--- config.mk ---
export PLATFORM = sky130hd
export DESIGN_NAME = climate_relay_hysteresis_controller
export DESIGN_NICKNAME = d
export VERILOG_FILES = /design/src/rtl/crhc_pkg.sv /design/src/rtl/crhc_band.sv /design/src/rtl/crhc_relay.sv /design/src/rtl/climate_relay_hysteresis_controller.sv
export VERILOG_INCLUDE_DIRS = /design/src /design/src/rtl
export SDC_FILE = /design/constraint.sdc
export NUM_CORES = 1
export LEC_CHECK = 0
export BUFFER_PORTS_ARGS = -buffer_cell sky130_fd_sc_hd__buf_4
export CORE_UTILIZATION = 41
export DETAILED_ROUTE_END_ITERATION = 10
export PLACE_DENSITY = 0.63
export SYNTH_ARGS = -nofsm -noshare
export SYNTH_HDL_FRONTEND = slang
export SYNTH_HIERARCHICAL = 1
export SYNTH_SLANG_ARGS = --single-unit
--- constraint.sdc ---
create_clock -name clk -period 4.1 [get_ports clk]
set_input_delay 0.41 -clock clk [delete_from_list [all_inputs] [get_ports clk]]
set_output_delay 0.41 -clock clk [all_outputs]
set_load 0.02 [all_outputs]
--- src/rtl/assert_macros.svh ---
// Assertion macros for the climate relay RTL.
// Concurrent checks compile away when SYNTHESIS is defined.
`ifndef ASSERT_MACROS_SVH
`define ASSERT_MACROS_SVH
`ifndef SYNTHESIS
`define CRHC_ASSERT(lbl, clk, rst, prop) \
  lbl: assert property (@(posedge clk) disable iff (rst) prop) \
    else $error("%m: assertion failed");
`define CRHC_ASSERT_NR(lbl, clk, prop) \
  lbl: assert property (@(posedge clk) prop) else $error("%m: assertion failed");
`else
`define CRHC_ASSERT(lbl, clk, rst, prop)
`define CRHC_ASSERT_NR(lbl, clk, prop)
`endif
`endif

--- src/rtl/crhc_pkg.sv ---
// Shared types and constants for the climate relay hysteresis controller.
// No dependencies.
`timescale 1ns / 1ps
`default_nettype none
package crhc_pkg;

  localparam int CfgIdxW  = 3;
  localparam int CfgDataW = 16;

  typedef enum logic [CfgIdxW-1:0] {
    REG_AUTO_ENABLE = 3'd0,
    REG_TEMP_SP     = 3'd1,
    REG_HUM_SP      = 3'd2,
    REG_CO2_SP      = 3'd3,
    REG_MANUAL      = 3'd4
  } crhc_reg_t;

  // Band edges in tenths of a unit, CO2 in ppm.
  localparam logic signed [12:0] TEMP_BAND = 13'sd30;
  localparam logic signed [12:0] TEMP_NEAR = 13'sd5;
  localparam logic signed [12:0] HUM_BAND  = 13'sd50;
  localparam logic [16:0]        CO2_BAND  = 17'd500;

  typedef struct packed {
    logic t_high;
    logic t_low;
    logic t_far;
    logic t_near;
    logic h_dry;
    logic h_wetok;
    logic h_wet;
    logic h_dryok;
    logic c_high;
    logic c_ok;
  } crhc_flags_t;

  typedef struct packed {
    logic temp_zero;
    logic hum_zero;
    logic co2_zero;
  } crhc_zero_t;

  typedef struct packed {
    logic valve;
    logic fan;
    logic pump;
  } crhc_relays_t;

endpackage
`default_nettype wire

--- src/rtl/crhc_band.sv ---
// Band comparators: turns one sample and the setpoints into hysteresis flags.
// Depends on crhc_pkg.
`timescale 1ns / 1ps
`default_nettype none
module crhc_band
  import crhc_pkg::*;
(
  input  wire logic        [15:0] co2_ppm,
  input  wire logic signed [10:0] temp_tenths,
  input  wire logic        [9:0]  humidity_tenths,
  input  wire logic        [6:0]  temp_setpoint,
  input  wire logic        [6:0]  humidity_setpoint,
  input  wire logic        [15:0] co2_setpoint,
  output crhc_flags_t             flags
);

  logic        [10:0] ts10;
  logic        [10:0] hs10;
  logic signed [12:0] t_s;
  logic signed [12:0] ts_s;
  logic signed [12:0] h_s;
  logic signed [12:0] hs_s;
  logic signed [12:0] diff;
  logic signed [12:0] adiff;
  logic        [16:0] co2_hi_edge;

  // Setpoints in tenths: x*10 = x*8 + x*2.
  assign ts10 = {1'b0, temp_setpoint, 3'b000} + {3'b000, temp_setpoint, 1'b0};
  assign hs10 = {1'b0, humidity_setpoint, 3'b000} + {3'b000, humidity_setpoint, 1'b0};

  assign t_s   = {{2{temp_tenths[10]}}, temp_tenths};
  assign ts_s  = signed'({2'b00, ts10});
  assign h_s   = signed'({3'b000, humidity_tenths});
  assign hs_s  = signed'({2'b00, hs10});
  assign diff  = t_s - ts_s;
  assign adiff = diff[12] ? -diff : diff;

  assign co2_hi_edge = {1'b0, co2_setpoint} + CO2_BAND;

  always_comb begin
    flags.t_high  = t_s > (ts_s + TEMP_BAND);
    flags.t_low   = t_s <= ts_s;
    flags.t_far   = adiff > TEMP_BAND;
    flags.t_near  = adiff < TEMP_NEAR;
    flags.h_dry   = h_s < (hs_s - HUM_BAND);
    flags.h_wetok = h_s >= hs_s;
    flags.h_wet   = h_s > (hs_s + HUM_BAND);
    flags.h_dryok = h_s <= hs_s;
    flags.c_high  = {1'b0, co2_ppm} > co2_hi_edge;
    flags.c_ok    = co2_ppm <= co2_setpoint;
  end

endmodule
`default_nettype wire

--- src/rtl/crhc_relay.sv ---
// Relay update logic: picks the sub-mode and applies on/off hysteresis.
// Depends on crhc_pkg.
`timescale 1ns / 1ps
`default_nettype none
module crhc_relay
  import crhc_pkg::*;
(
  input  wire logic         auto_enable,
  input  wire logic [2:0]   manual_relays,
  input  wire crhc_zero_t   zero,
  input  wire crhc_flags_t  flags,
  input  wire crhc_relays_t relays,
  output crhc_relays_t      relays_next
);

  typedef enum logic [2:0] {
    MODE_CO2,
    MODE_HUM,
    MODE_TEMP,
    MODE_TEMP_HUM,
    MODE_TEMP_CO2,
    MODE_HUM_CO2,
    MODE_ALL
  } mode_t;

  mode_t mode;

  // Priority follows the order in which the zero setpoints are examined.
  always_comb begin
    if (zero.temp_zero && zero.hum_zero) begin
      mode = MODE_CO2;
    end else if (zero.temp_zero && zero.co2_zero) begin
      mode = MODE_HUM;
    end else if (zero.hum_zero && zero.co2_zero) begin
      mode = MODE_TEMP;
    end else if (zero.co2_zero) begin
      mode = MODE_TEMP_HUM;
    end else if (zero.hum_zero) begin
      mode = MODE_TEMP_CO2;
    end else if (zero.temp_zero) begin
      mode = MODE_HUM_CO2;
    end else begin
      mode = MODE_ALL;
    end
  end

  function automatic logic hyst(input logic cur, input logic on, input logic off);
    hyst = on ? 1'b1 : (off ? 1'b0 : cur);
  endfunction

  always_comb begin
    relays_next = relays;
    if (!auto_enable) begin
      relays_next.pump  = manual_relays[0];
      relays_next.fan   = manual_relays[1];
      relays_next.valve = manual_relays[2];
    end else begin
      case (mode)
        MODE_CO2: begin
          relays_next.fan = hyst(relays.fan, flags.c_high, flags.c_ok);
        end
        MODE_HUM: begin
          relays_next.pump = hyst(relays.pump, flags.h_dry, flags.h_wetok);
          relays_next.fan  = hyst(relays.fan, flags.h_wet, flags.h_dryok);
        end
        MODE_TEMP: begin
          relays_next.pump  = hyst(relays.pump, flags.t_high, flags.t_low);
          relays_next.fan   = hyst(relays.fan, flags.t_far, flags.t_near);
          relays_next.valve = hyst(relays.valve, flags.t_high, flags.t_low);
        end
        MODE_TEMP_HUM: begin
          relays_next.pump  = hyst(relays.pump, flags.t_high || flags.h_dry,
                                   flags.t_low && flags.h_wetok);
          relays_next.fan   = hyst(relays.fan, flags.t_far || flags.h_wet,
                                   flags.t_near && flags.h_dryok);
          relays_next.valve = hyst(relays.valve, flags.t_high, flags.t_low);
        end
        MODE_TEMP_CO2: begin
          relays_next.pump  = hyst(relays.pump, flags.t_high, flags.t_low);
          relays_next.fan   = hyst(relays.fan, flags.t_far || flags.c_high,
                                   flags.t_near && flags.c_ok);
          relays_next.valve = hyst(relays.valve, flags.t_high, flags.t_low);
        end
        MODE_HUM_CO2: begin
          relays_next.pump = hyst(relays.pump, flags.h_dry, flags.h_wetok);
          relays_next.fan  = hyst(relays.fan, flags.h_wet || flags.c_high,
                                  flags.h_dryok && flags.c_ok);
        end
        MODE_ALL: begin
          relays_next.pump  = hyst(relays.pump, flags.t_high || flags.h_dry,
                                   flags.t_low && flags.h_wetok);
          relays_next.fan   = hyst(relays.fan,
                                   flags.t_far || flags.h_wet || flags.c_high,
                                   flags.t_near && flags.h_dryok && flags.c_ok);
          relays_next.valve = hyst(relays.valve, flags.t_high, flags.t_low);
        end
        default: begin
          relays_next = relays;
        end
      endcase
    end
  end

endmodule
`default_nettype wire

--- src/rtl/climate_relay_hysteresis_controller.sv ---
// A result passes through the input register, then the relay state register,
// which is also the result register.
// Throughput: one item per cycle; ready stalls only when both registers are full
// and the result is not being taken.
// Reset (rst, synchronous, active high) clears all but the sample data registers; relays off.
// Depends on crhc_pkg, crhc_band, crhc_relay and assert_macros.svh.
`timescale 1ns / 1ps
`default_nettype none
`include "assert_macros.svh"
module climate_relay_hysteresis_controller
  import crhc_pkg::*;
(
  input  wire logic                clk,
  input  wire logic                rst,
  input  wire logic                cfg_we,
  input  wire logic [CfgIdxW-1:0]  cfg_index,
  input  wire logic [CfgDataW-1:0] cfg_data,
  input  wire logic                s_tvalid,
  output logic                     s_tready,
  // [15:0] co2_ppm, [26:16] temp_tenths, [36:27] humidity_tenths, [39:37] unused
  input  wire logic [39:0]         s_tdata,
  output logic                     m_tvalid,
  input  wire logic                m_tready,
  // [0] pump_on, [1] fan_on, [2] valve_on, [3] led_on, [7:4] zero
  output logic [7:0]               m_tdata
);

  logic        auto_enable;
  logic [6:0]  temp_setpoint;
  logic [6:0]  humidity_setpoint;
  logic [15:0] co2_setpoint;
  logic [3:0]  manual_switches;

  logic        in_valid;
  logic [15:0] co2_ppm;
  logic [10:0] temp_tenths;
  logic [9:0]  humidity_tenths;

  crhc_relays_t relays;
  crhc_relays_t relays_next;
  logic         led;
  logic         out_valid;

  logic         out_free;
  logic         load;
  crhc_flags_t  flags;
  crhc_zero_t   zero;

  assign out_free = !out_valid || m_tready;
  assign load     = in_valid && out_free;
  assign s_tready = !in_valid || out_free;

  always_ff @(posedge clk) begin
    if (rst) begin
      auto_enable       <= 1'b0;
      temp_setpoint     <= '0;
      humidity_setpoint <= '0;
      co2_setpoint      <= '0;
      manual_switches   <= '0;
    end else if (cfg_we) begin
      case (cfg_index)
        REG_AUTO_ENABLE: auto_enable       <= cfg_data[0];
        REG_TEMP_SP:     temp_setpoint     <= cfg_data[6:0];
        REG_HUM_SP:      humidity_setpoint <= cfg_data[6:0];
        REG_CO2_SP:      co2_setpoint      <= cfg_data[15:0];
        REG_MANUAL:      manual_switches   <= cfg_data[3:0];
        default: begin
        end
      endcase
    end
  end

  // Input register.
  always_ff @(posedge clk) begin
    if (rst) begin
      in_valid <= 1'b0;
    end else if (s_tready) begin
      in_valid <= s_tvalid;
    end
    if (s_tvalid && s_tready) begin
      co2_ppm         <= s_tdata[15:0];
      temp_tenths     <= s_tdata[26:16];
      humidity_tenths <= s_tdata[36:27];
    end
  end

  assign zero.temp_zero = temp_setpoint == 7'd0;
  assign zero.hum_zero  = humidity_setpoint == 7'd0;
  assign zero.co2_zero  = co2_setpoint == 16'd0;

  crhc_band u_band (
    .co2_ppm           (co2_ppm),
    .temp_tenths       (signed'(temp_tenths)),
    .humidity_tenths   (humidity_tenths),
    .temp_setpoint     (temp_setpoint),
    .humidity_setpoint (humidity_setpoint),
    .co2_setpoint      (co2_setpoint),
    .flags             (flags)
  );

  crhc_relay u_relay (
    .auto_enable   (auto_enable),
    .manual_relays (manual_switches[2:0]),
    .zero          (zero),
    .flags         (flags),
    .relays        (relays),
    .relays_next   (relays_next)
  );

  // Relay state doubles as the result register; it moves only when an item lands.
  always_ff @(posedge clk) begin
    if (rst) begin
      relays    <= '0;
      led       <= 1'b0;
      out_valid <= 1'b0;
    end else begin
      if (out_free) begin
        out_valid <= in_valid;
      end
      if (load) begin
        relays <= relays_next;
        led    <= manual_switches[3];
      end
    end
  end

  assign m_tvalid = out_valid;
  assign m_tdata  = {4'b0000, led, relays.valve, relays.fan, relays.pump};

  `CRHC_ASSERT(a_manual_follow, clk, rst,
               (load && !auto_enable) |=> (relays.pump == $past(manual_switches[0]) &&
               relays.fan == $past(manual_switches[1]) &&
               relays.valve == $past(manual_switches[2])))
  `CRHC_ASSERT(a_hold_without_item, clk, rst, !load |=> $stable(relays) && $stable(led))
  `CRHC_ASSERT(a_co2_only_keeps, clk, rst,
               (load && auto_enable && zero.temp_zero && zero.hum_zero) |=>
               (relays.pump == $past(relays.pump) && relays.valve == $past(relays.valve)))

endmodule
`default_nettype wire

==> metrics.txt <==
number of max-cap violations=0; HP Start=s_tdata[4]; CTS buffer count=9; 1st-pass router iterations=4; buffers added on ports=66; Combinational Power Share=25.0%; Worst Tran Pin Value=between 0.8 and 0.9 ns; max-slew violations=0; worst-path fanout max=7; Non-Filler Instances=approximately 1100; dpl cells=around 1000; Worst Reg-to-Reg Cells=21; Congestion Overflow GR=0; Post-synth EDFFs=37; Pint=1560 uW; WP data required=between 4 and 5 ns; clk slew on worst S/H paths=approximately 0.07 ns; hold endpoint=co2_ppm[4]$_DFFE_PP_; Switching Fraction=between 30% and 40%; Die Wd=129 um; grt met1 use=between 20% and 30%; Post-Syn Area=between 6000 and 7000 sq um; vias in the first global route=between 5000 and 6000; Antenna Cells=0; busiest grt layer=met2; core area=15400 sq um; worst relative slew slack=a little over two fifths; Cells after Synth=716; Async SR Flop Fraction=0%; Final Skew=0.00758 ns; top post-synthesis cells by area=ha_1 18%, edfxtp_1 17%, dfxtp_1 13%; post-layout util=between 50% and 60%; top cells by count, synth=93 x ha_1, 52 x inv_1, 52 x nand2_1; critical path type=flip-flop to flip-flop; layout cell share with drive strength beyond 1=roughly a quarter; met2 GRT Util=about 36%; Final setup violation count=1; Lkg Pwr=about 0.0033 uW; CP endpoint kind=flip-flop; maximum VDD drop=just under 300 uV; largest net degree at the start of global routing=42; storage element area=between 1500 and 2000 sq um; Yosys top cell area share=between 10% and 20%; via/cell ratio=5.47; antenna-violating nets left=0; Die ar.=between 15000 and 20000 sq um; Synth Register Bits=78; clock root buffer=clkbuf_16; post-synthesis sequential area ratio=roughly 29%; setup ws final=-0.341 ns; FF-to-FF End=m_tdata[1]$_SDFFE_PP0P_; final hold violations=0; DP Area=about 7700 sq um; Warnings, synthesis=6; flop-to-flop setup slack=-0.34 ns; Final period util=108%; layout overhead on the synthesized area=25.3%; CTS tree=built; dpl hpwl=13500 um; Die H=between 100 and 150 um; most numerous cell in the Yosys netlist=ha_1; Worst Hold Depth=1; post-layout power=2280 uW; Cell Rows=between 40 and 50; sequential share of power=between 30% and 40%; multi-input gate area in the final layout=approximately 4500 sq um; Critical Path AT=~4.7 ns; clock power share=approximately 36%; Power Density=~280 nW/um^2; initial drt markers=slightly below 300; minimum clock period=between 4 and 5 ns; RSZ-0062 raised after global routing=yes; ys flop type=dfxtp_1; Initial Util=42.6%; WL final=17100 um; Tot GR Track Use=about a fifth; drt wl/cell=16.2 um; Final Wtd Congestion=0.885; FMAX=around 230 MHz; Layout Nets=1000; Min-Delay Path Class=input pin to flip-flop; initial antenna violation count=0; outcome=finished, violations left; Clock Latency Late Sink=between 0.3 and 0.4 ns; violated checks=setup timing; CTS Hold Bufs=0; grt met3 use=4.82%; DRC violation count after routing=0; area leader, netlist=ha_1; CTS H-tree lvls=3; net load switching power=roughly 720 uW; post-synthesis cell type count=77; Ports=74; maximum clock path buffer count=2; Syn Area/Cell=9.17 sq um; crit path launch type=flip-flop; filler cell count=1426; Clock Sinks=approximately 80; FF-to-FF Start=temp_setpoint[0]$_SDFFE_PP0P_; Final Cell Area=between 8000 and 9000 sq um; first-pass GRT wire length=27700 um; Vias=slightly below 6000
## through the flow
stage	hold WS (ns)	setup TNS (ns)	setup WS [ns]
floorplan	0.454	-0.0501	-0.0501
global placement	0.479	-0.287	-0.287
CTS	0.211	-0.223	-0.223
finish	0.223	-0.341	-0.341
detailed placement	0.486	-0.397	-0.397
global route	0.205	-0.620	-0.620
## sequential cells by signal (all words and copies together) (netlist names), 3 cells and up
name,count
co2_ppm,16
co2_setpoint,16
temp_tenths,11
humidity_tenths,10
humidity_setpoint,7
temp_setpoint,7
manual_switches,4
m_tdata,3
## worst max-delay path, stage by stage (launching register included)
cell and delay, ns:
dfxtp_2 0.34, ha_4 0.16, fa_2 0.56, inv_2 0.06
ha_4 0.27, buf_6 0.11, and3_4 0.18, a221o_1 0.21
nor2_2 0.06, o41ai_4 0.41, o22ai_2 0.19, xnor2_2 0.23
nor4bb_2 0.25, mux2_4 0.20, o211ai_2 0.10, o21ai_1 0.15
inv_1 0.08, a21oi_4 0.17, nor2_1 0.06, o32a_1 0.38
nand3_1 0.09, a21oi_1 0.06
## power groups by stage
| stage | sequential, uW | combinational [uW] | clock, uW |
|---|---|---|---|
| 2_1_floorplan | 889 | 350 | 0 |
| 3_3_place_gp | 899 | 508 | 0 |
| 3_5_place_dp | 899 | 528 | 0 |
| 4_1_cts | 882 | 544 | 853 |
| 5_1_grt | 885 | 627 | 882 |
| 6_report | 881 | 568 | 827 |
## cell type report
cell class,count,share of cell area [%]
Multi-Input combinational cell,569,55.1
Tap cell,211,3.21
Sequential cell,78,23.6
Inverter,52,2.37
Timing Repair Buffer,130,12.1
Clock inverter,7,0.897
Clock buffer,9,2.74
## cell families after synthesis
logic type	after synthesis	synth area share [%]
simple gates	213	17.1
compound gates	178	18.3
fa+ha+maj	98	19.0
flops	78	29.4
buf+inv	73	5.39
xor+xnor	51	7.13
mux	23	3.58
other cells	2	0.114
## how the worst max path moves through the flow
stage | from | end | slack (ns) | cells past startpoint
after CTS | temp_setpoint[0]$_SDFFE_PP0P_ | m_tdata[1]$_SDFFE_PP0P_ | -0.22 | 20
after detailed placement | temp_setpoint[2]$_SDFFE_PP0P_ | m_tdata[1]$_SDFFE_PP0P_ | -0.40 | 20
after global placement | temp_setpoint[2]$_SDFFE_PP0P_ | m_tdata[1]$_SDFFE_PP0P_ | -0.29 | 20
final | temp_setpoint[0]$_SDFFE_PP0P_ | m_tdata[1]$_SDFFE_PP0P_ | -0.34 | 21
after global routing | temp_setpoint[0]$_SDFFE_PP0P_ | m_tdata[1]$_SDFFE_PP0P_ | -0.62 | 21
after floorplan | temp_setpoint[0]$_SDFFE_PP0P_ | m_tdata[1]$_SDFFE_PP0P_ | -0.05 | 21
## layer usage
metal | vias to the layer above | part of all wire (%)
li1 | 2854 | -
met1 | 2756 | 46
met2 | 139 | 47
met3 | 23 | 4.7
met4 | 0 | 1.9
met5 | - | 0
## cell usage in the layout (no fill, tap or decap), types with 22 or more instances in the layout
cell type,n
a21oi_1,42
buf_4,128
dfxtp_1,37
edfxtp_1,37
ha_1,88
inv_1,51
nand2_1,52
nor2_1,44
o21a_1,22
o21ai_0,30
xnor2_1,40
## what timing repair did
action | CTS | global route
endpoints found under the setup margin | 1 | 2
resized for setup | 13 | 23
buffers inserted | 3 | 3
pin swaps | 13 | 21
No activity file was read; power rests on OpenSTA's default activity.
